[config.mk]
export PLATFORM = sky130hd
export DESIGN_NAME = per_source_command_deframer_top
export DESIGN_NICKNAME = d
export VERILOG_FILES = /design/src/pscd_pkg.sv /design/src/pscd_frame_core.sv /design/src/per_source_command_deframer_top.sv
export SDC_FILE = /design/constraint.sdc
export NUM_CORES = 1
export LEC_CHECK = 0
export ABC_AREA = 1
export BUFFER_PORTS_ARGS = -buffer_cell sky130_fd_sc_hd__buf_2
export CAP_MARGIN = 20
export CORE_MARGIN = 4
export CORE_UTILIZATION = 25
export CTS_BUF_LIST = sky130_fd_sc_hd__clkbuf_8
export DETAILED_ROUTE_END_ITERATION = 7
export PLACE_DENSITY = 0.39
export SETUP_SLACK_MARGIN = 0.4
export SLEW_MARGIN = 25
export SYNTH_ARGS = -nofsm -noshare
export SYNTH_HDL_FRONTEND = slang
export SYNTH_SLANG_ARGS = --single-unit
[constraint.sdc]
create_clock -name aclk -period 4.75 [get_ports aclk]
set_input_delay 0.2375 -clock aclk [delete_from_list [all_inputs] [get_ports aclk]]
set_output_delay 0.2375 -clock aclk [all_outputs]
set_load 0.005 [all_outputs]
[src/pscd_pkg.sv]
// Package with the shared types and constants of the per-source command deframer.
`timescale 1ns / 1ps

package pscd_pkg;

    localparam int SOURCES_DEF = 4;
    localparam int MSG_CAP_DEF = 256;

    localparam logic [1:0] KIND_PAYLOAD = 2'd0;
    localparam logic [1:0] KIND_DONE    = 2'd1;
    localparam logic [1:0] KIND_UNKNOWN = 2'd2;

    localparam logic [1:0] CFG_OWN_NODE   = 2'd0;
    localparam logic [1:0] CFG_BROADCAST  = 2'd1;
    localparam logic [1:0] CFG_NUM_CMDS   = 2'd2;

    localparam logic [1:0] OWN_NODE_RST  = 2'd0;
    localparam logic [7:0] BROADCAST_RST = 8'd128;
    localparam logic [7:0] NUM_CMDS_RST  = 8'd64;

    typedef struct packed {
        logic [1:0] own_node;
        logic [7:0] broadcast_dest;
        logic [7:0] num_cmds;
    } cfg_t;

    typedef struct packed {
        logic       valid;
        logic [1:0] out_src;
        logic [1:0] kind;
        logic [6:0] cmd_num;
        logic [7:0] data;
        logic       truncated;
    } result_t;

endpackage

[src/pscd_frame_core.sv]
// Framer state memory with read, modify and write back of one source record per word.
`timescale 1ns / 1ps

module pscd_frame_core
    import pscd_pkg::*;
#(
    parameter int SOURCES = SOURCES_DEF,
    parameter int MSG_CAP = MSG_CAP_DEF
) (
    input  logic       aclk,
    input  logic       aresetn,
    input  logic       in_valid,
    input  logic       advance,
    input  logic [1:0] in_src,
    input  logic [7:0] in_byte,
    input  cfg_t       cfg,
    output result_t    result
);

    localparam int SRC_W = (SOURCES > 1) ? $clog2(SOURCES) : 1;
    localparam int EXT_W = (SRC_W > 2) ? SRC_W : 2;
    localparam int LEN_W = $clog2(MSG_CAP);

    typedef struct packed {
        logic [7:0]       dest;
        logic [LEN_W-1:0] len;
        logic [7:0]       command;
        logic             overflowed;
    } rec_t;

    rec_t mem [SOURCES];

    logic [EXT_W-1:0] src_ext;
    logic [SRC_W-1:0] in_idx;
    logic             src_ok;
    logic             accept;

    logic             p1_valid_reg;
    logic [SRC_W-1:0] p1_idx_reg;
    logic [1:0]       p1_src_reg;
    logic [7:0]       p1_byte_reg;
    rec_t             rd_reg;

    logic             lw_valid_reg;
    logic [SRC_W-1:0] lw_idx_reg;
    rec_t             lw_rec_reg;

    logic [SOURCES-1:0] busy_reg;
    logic [SOURCES-1:0] busy_next;

    rec_t cur;
    rec_t wr_rec;
    logic cur_busy;
    logic deliv;
    logic cmd_ok;
    logic write_en;

    assign src_ext = EXT_W'(in_src);
    assign in_idx  = src_ext[SRC_W-1:0];
    assign src_ok  = (32'(in_src) < 32'(SOURCES));
    assign accept  = in_valid && advance;

    always_ff @(posedge aclk) begin
        if (!aresetn) begin
            p1_valid_reg <= 1'b0;
            lw_valid_reg <= 1'b0;
            busy_reg     <= '0;
        end else if (advance) begin
            p1_valid_reg <= accept && src_ok;
            busy_reg     <= busy_next;
            if (write_en) begin
                lw_valid_reg <= 1'b1;
            end
        end
    end

    always_ff @(posedge aclk) begin
        if (accept) begin
            rd_reg      <= mem[in_idx];
            p1_idx_reg  <= in_idx;
            p1_src_reg  <= in_src;
            p1_byte_reg <= in_byte;
        end
        if (advance && write_en) begin
            mem[p1_idx_reg] <= wr_rec;
            lw_idx_reg      <= p1_idx_reg;
            lw_rec_reg      <= wr_rec;
        end
    end

    always_comb begin
        cur = (lw_valid_reg && (lw_idx_reg == p1_idx_reg)) ? lw_rec_reg : rd_reg;
        cur_busy = busy_reg[p1_idx_reg];
        deliv = (cur.dest == {6'd0, cfg.own_node}) || (cur.dest == cfg.broadcast_dest);
        cmd_ok = !cur.command[7] && (cur.command != 8'd0) && (cur.command < cfg.num_cmds);
        write_en = p1_valid_reg;
        wr_rec = cur;
        busy_next = busy_reg;
        result = '0;
        result.out_src = p1_src_reg;
        result.cmd_num = cur.command[7] ? 7'd0 : cur.command[6:0];
        if (p1_valid_reg) begin
            if (p1_byte_reg != 8'd0) begin
                if (!cur_busy) begin
                    busy_next[p1_idx_reg] = 1'b1;
                    wr_rec.dest       = p1_byte_reg - 8'd1;
                    wr_rec.len        = '0;
                    wr_rec.command    = 8'd0;
                    wr_rec.overflowed = 1'b0;
                end else if (cur.len == '0) begin
                    wr_rec.command = p1_byte_reg;
                    wr_rec.len     = LEN_W'(1);
                end else if (cur.len >= LEN_W'(MSG_CAP - 1)) begin
                    wr_rec.overflowed = 1'b1;
                end else begin
                    wr_rec.len = cur.len + LEN_W'(1);
                    if (deliv && cmd_ok) begin
                        result.valid = 1'b1;
                        result.kind  = KIND_PAYLOAD;
                        result.data  = p1_byte_reg;
                    end
                end
            end else if (cur_busy) begin
                if (deliv) begin
                    result.valid     = 1'b1;
                    result.kind      = cmd_ok ? KIND_DONE : KIND_UNKNOWN;
                    result.truncated = cur.overflowed;
                end
                busy_next[p1_idx_reg] = 1'b0;
                wr_rec = '0;
            end
        end
    end

endmodule

[src/per_source_command_deframer_top.sv]
// Top level of the per-source command deframer with configuration and output registers.
// The block takes one received byte per word on the s_ channel, tagged in s_tuser
// with the source that sent it, and keeps one framer record per source in a memory.
// Each result word on the m_ channel is a payload byte, a command completion record
// or an unknown-command record, tagged with its source.
// The user must see that configuration registers are written over the cfg_ channel
// while the block is idle; the block does not enforce this. The accepting edge reads
// the source's record from memory; when the output can advance, the record is updated
// and the result is loaded into the output register. Throughput is one byte per cycle
// unless the output stalls; a byte for the same source as the one before it is served
// by forwarding the last record written back. Reset clears the configuration to its
// defaults and marks every framer idle at once, so no clearing pass runs. When the
// receiver stalls with a result held, s_tready drops until it is taken.
`timescale 1ns / 1ps

module per_source_command_deframer_top
    import pscd_pkg::*;
#(
    parameter int SOURCES = SOURCES_DEF,
    parameter int MSG_CAP = MSG_CAP_DEF
) (
    input  logic        aclk,
    input  logic        aresetn,
    input  logic        s_tvalid,
    output logic        s_tready,
    input  logic [7:0]  s_tdata,   // [7:0] byte_in
    input  logic [1:0]  s_tuser,   // [1:0] src
    output logic        m_tvalid,
    input  logic        m_tready,
    output logic [15:0] m_tdata,   // [6:0] cmd_num, [14:7] data, [15] truncated
    output logic [3:0]  m_tuser,   // [1:0] out_src, [3:2] kind
    input  logic        cfg_valid,
    output logic        cfg_ready,
    input  logic [1:0]  cfg_index,
    input  logic [7:0]  cfg_data
);

    cfg_t    cfg_reg;
    result_t result;
    result_t out_reg;
    logic    advance;

    assign advance   = !(out_reg.valid && !m_tready);
    assign s_tready  = advance;
    assign cfg_ready = 1'b1;

    always_ff @(posedge aclk) begin
        if (!aresetn) begin
            cfg_reg.own_node       <= OWN_NODE_RST;
            cfg_reg.broadcast_dest <= BROADCAST_RST;
            cfg_reg.num_cmds       <= NUM_CMDS_RST;
        end else if (cfg_valid) begin
            case (cfg_index)
                CFG_OWN_NODE: begin
                    cfg_reg.own_node <= cfg_data[1:0];
                end
                CFG_BROADCAST: begin
                    cfg_reg.broadcast_dest <= cfg_data;
                end
                CFG_NUM_CMDS: begin
                    cfg_reg.num_cmds <= cfg_data;
                end
                default: begin
                end
            endcase
        end
    end

    pscd_frame_core #(
        .SOURCES(SOURCES),
        .MSG_CAP(MSG_CAP)
    ) u_core (
        .aclk    (aclk),
        .aresetn (aresetn),
        .in_valid(s_tvalid),
        .advance (advance),
        .in_src  (s_tuser),
        .in_byte (s_tdata),
        .cfg     (cfg_reg),
        .result  (result)
    );

    always_ff @(posedge aclk) begin
        if (!aresetn) begin
            out_reg.valid <= 1'b0;
        end else if (advance) begin
            out_reg <= result;
        end
    end

    assign m_tvalid = out_reg.valid;
    assign m_tdata  = {out_reg.truncated, out_reg.data, out_reg.cmd_num};
    assign m_tuser  = {out_reg.kind, out_reg.out_src};

`ifndef NO_ASSERTIONS
    a_payload_not_truncated: assert property (@(posedge aclk) disable iff (!aresetn)
        (m_tvalid && (m_tuser[3:2] == KIND_PAYLOAD)) |-> !m_tdata[15])
        else $error("A payload word carries the truncated flag.");

    a_record_data_zero: assert property (@(posedge aclk) disable iff (!aresetn)
        (m_tvalid && (m_tuser[3:2] != KIND_PAYLOAD)) |-> (m_tdata[14:7] == 8'd0))
        else $error("A completion or unknown-command record carries nonzero data.");

    a_payload_has_command: assert property (@(posedge aclk) disable iff (!aresetn)
        (m_tvalid && (m_tuser[3:2] == KIND_PAYLOAD)) |-> (m_tdata[6:0] != 7'd0))
        else $error("A payload word is streamed for a message without a valid command.");
`endif

endmodule

==> results.cfg <==
[status]
outcome = finished clean

[synthesis]
async_flop_share = 0
synthCells = 814
seq_area_frac_synth = 0.6715
synthFlopType = edfxtp_1
synth_edf_count = 182
syn_area_um2 = 8885
synth.distinct_cells = 43
syn_nets = 848
ys_ff_latch = 207
yosys_warnings = 0
syn_avg_cell_area_um2 = 10.91

[die]
start_util = 0.2553
row_count = 68
die-area_um2 = 38620
pin_count = 48
core_area_um2 = 34800
dieWidth_um = 196.5
die_h_um = 196.5

[flow_run]
cap_violations = 0

[hold_path]
hp-class = primary input to flip-flop

[setup_path]
slowest_stage = edfxtp_1
critical_path_class = flip-flop to flip-flop
worstPathArrival_ns = 3.61
startpoint_type = flip-flop
required_ns = 4.99
worstPathCellList = nand2_1, nand2_4, nand3_4, or2_2, o21ai_0, ha_1, nand3_1, nor2_1, nand2_1, inv_1, nand2_1, o21ai_0
crit_top_cell = nand2_1
critPathCaptureType = flip-flop
crit_fanout = 16
cpPeakStageDelay_ns = 0.59

[grt]
grtUsageTotal = 0.1270
met2_usage = 0.2102
grt_util_met3 = 0.02598
antenna_found_initial = 0
gr-total-overflow = 0
grt_max_degree = 52
grt_pass1_wl_um = 37540
grt_pass1_vias = 6078
busiest_layer = met2
use_met1 = 0.1708

[clock_tree]
h-tree-depth = 2
cts_buffers = 37
clk_latency_ns = 0.53
root_buffer = clkbuf_8
cts_tree = yes
numClockSinks = 207
cts_buffer_depth = 3
postCtsSetupBuffers = 0
clk_pin_slew_ns = 0.06
post_cts_resized = 0

[finish]
antenna_cells = 0
drive_gt1_frac = 0.1512
final_core_util = 0.3019
largest_register_ffs = 100
final_nets = 931
final_cell_area_um2 = 10510
area_growth_pct = 18.25

[placement]
dp_hpwl_um = 16150
place_area_um2 = 9714
gp_congestion = 0.7916
port_buffers = 46

[power]
power_frac_comb = 0.089
powerDensity_nw_per_um2 = 373.4
switching_share = 0.2507
intPower_w = 0.002940
switchingPower_w = 0.0009838
ir_drop_mv = 0.1400
pwr-share-seq = 0.537
p_leak_nw = 4.005
p_total_w = 0.003924
pwr-share-clk = 0.374

[drt]
drtPass1Iterations = 5
detail-route-antenna-nets = 0
post_drt_wl_per_cell_um = 17.73
drt_iter0_markers = 350
drc = 0
via_per_inst = 4.361
vias = 6022
routed_wl_um = 24480

[sta]
tns_ns = 0
finalWorstPathRequiredPeriod_ns = 3.367
hold_viol = 0
worstMarginPinSlew_ns = 0.9799
relSlewSlack = 0.3460
finalSetupViolations = 0
rsz0062_at_grt = no
finalCritPeriodShare = 0.7088
drv_slew = 0
fin_skew_ns = 0.02363
fin_hold_ws_ns = 0.02739
clock.fmax_mhz = 297.0
-- metal layers --
layer | routed length [um] | up-vias
met1 | 11780 | 2868
met4 | 505 | 0
met3 | 1064 | 40
met5 | 0 | -
li1 | - | 2994
met2 | 11130 | 120
-- power by group through the flow --
stage	clock network, W	logic (W)	registers [W]
6_report	0.00147	0.000348	0.00211
2_1_floorplan	0	0.000215	0.00213
4_1_cts	0.00153	0.000355	0.00211
3_3_place_gp	0	0.000344	0.00215
3_5_place_dp	0	0.000345	0.00215
5_1_grt	0.00162	0.000395	0.00211
-- critical path: cells and delay by family (launching register included) --
| family | cells | cell delay (ns) |
|---|---|---|
| flops | 1 | 0.59 |
| buf+inv | 1 | 0.08 |
| fa+ha+maj | 1 | 0.22 |
| compound gates | 2 | 0.75 |
| simple gates | 8 | 1.43 |
-- cells in the mapped netlist, types with 3 or more instances --
| master | n | share of area |
|---|---|---|
| a21oi_1 | 22 | 0.012 |
| buf_4 | 5 | 0.0042 |
| clkbuf_1 | 20 | 0.0084 |
| dfxtp_1 | 25 | 0.056 |
| edfxtp_1 | 182 | 0.62 |
| ha_1 | 9 | 0.013 |
| inv_1 | 82 | 0.035 |
| nand2_1 | 119 | 0.050 |
| nand2_2 | 5 | 0.0035 |
| nand3_1 | 41 | 0.023 |
| nand3b_1 | 6 | 0.0051 |
| nand4_1 | 5 | 0.0035 |
| nor2_1 | 107 | 0.045 |
| nor2_2 | 11 | 0.0077 |
| nor3_1 | 6 | 0.0034 |
| o21ai_0 | 91 | 0.051 |
| o21ai_1 | 8 | 0.0045 |
| o21ai_2 | 3 | 0.0030 |
| o22ai_1 | 28 | 0.020 |
| xor2_1 | 5 | 0.0049 |
-- placed cells by master, fill, tap and decap left out, drive strengths merged --
| cell type | synthesis | layout |
|---|---|---|
| conb | 1 | 1 |
| nand4 | 5 | 5 |
| dfxtp | 25 | 25 |
| nand3 | 43 | 43 |
| clkbuf | 20 | 39 |
| a211oi | 1 | 1 |
| o211ai | 1 | 1 |
| xor2 | 5 | 5 |
| clkinv | 1 | 15 |
| clkinvlp | 0 | 1 |
| inv | 86 | 100 |
| or2 | 4 | 4 |
| nor3 | 7 | 7 |
| o21ai | 103 | 103 |
| mux2i | 1 | 1 |
| edfxtp | 182 | 182 |
| o22ai | 28 | 28 |
| nand3b | 6 | 6 |
| and2 | 2 | 2 |
| dlygate4sd3 | 0 | 14 |
| nor2 | 119 | 119 |
| ha | 9 | 9 |
| buf | 9 | 59 |
| a21oi | 24 | 24 |
| nand2 | 125 | 125 |
| a31oi | 1 | 1 |
| xnor2 | 2 | 2 |
| a32o | 2 | 2 |
| o21bai | 2 | 2 |
-- final timing paths --
check	start	end	slack, ns	cells past startpoint
setup / recovery	u_core.p1_idx_reg[1]$_DFFE_PP_	u_core.mem[2][6]$_DFFE_PP_	1.38	12
hold / removal	cfg_data[6]	cfg_reg[6]$_SDFFE_PN1P_	0.03	3
setup reg to reg	u_core.p1_idx_reg[1]$_DFFE_PP_	u_core.mem[2][6]$_DFFE_PP_	1.38	12
hold reg to reg	flip-flop	flip-flop	0.45	2
-- cell type report --
class | instances | area [um2]
Fill cell | 3586 | 24290
Sequential cell | 207 | 5966
Multi-Input combinational cell | 491 | 2467
Tap cell | 455 | 569.3
Clock buffer | 39 | 536.8
Timing Repair Buffer | 73 | 520.5
Inverter | 87 | 331.6
Clock inverter | 29 | 115.1
-- repair_timing --
| action | CTS | global route |
|---|---|---|
| endpoints found under the hold margin | 15 | 0 |
| setup endpoints to repair | 0 | 0 |
| hold buffers | 14 | 0 |
-- through the flow --
| step | setup WS, ns | cells |
|---|---|---|
| floorplan | 0.6084 | 814 |
| global placement | 1.454 | 1297 |
| detailed placement | 1.398 | 1299 |
| CTS | 1.361 | 1381 |
| global route | 1.018 | 1381 |
| finish | 1.383 | 1381 |
-- cells by family (layout without fill, tap and decap cells) --
logic type / count (synthesis) / after routing / share of synthesized area
and+or+nand+nor: 311 / 311 / 0.1528
DFF: 207 / 207 / 0.6715
AOI/OAI and AO/OA: 162 / 162 / 0.1010
buffers and inverters: 116 / 228 / 0.05365
adders and majority gates: 9 / 9 / 0.01267
xor gates and xnor gates: 7 / 7 / 0.006901
other: 1 / 1 / 0.0004221
muxes: 1 / 1 / 0.001127
(Power assumes the default switching activity.)
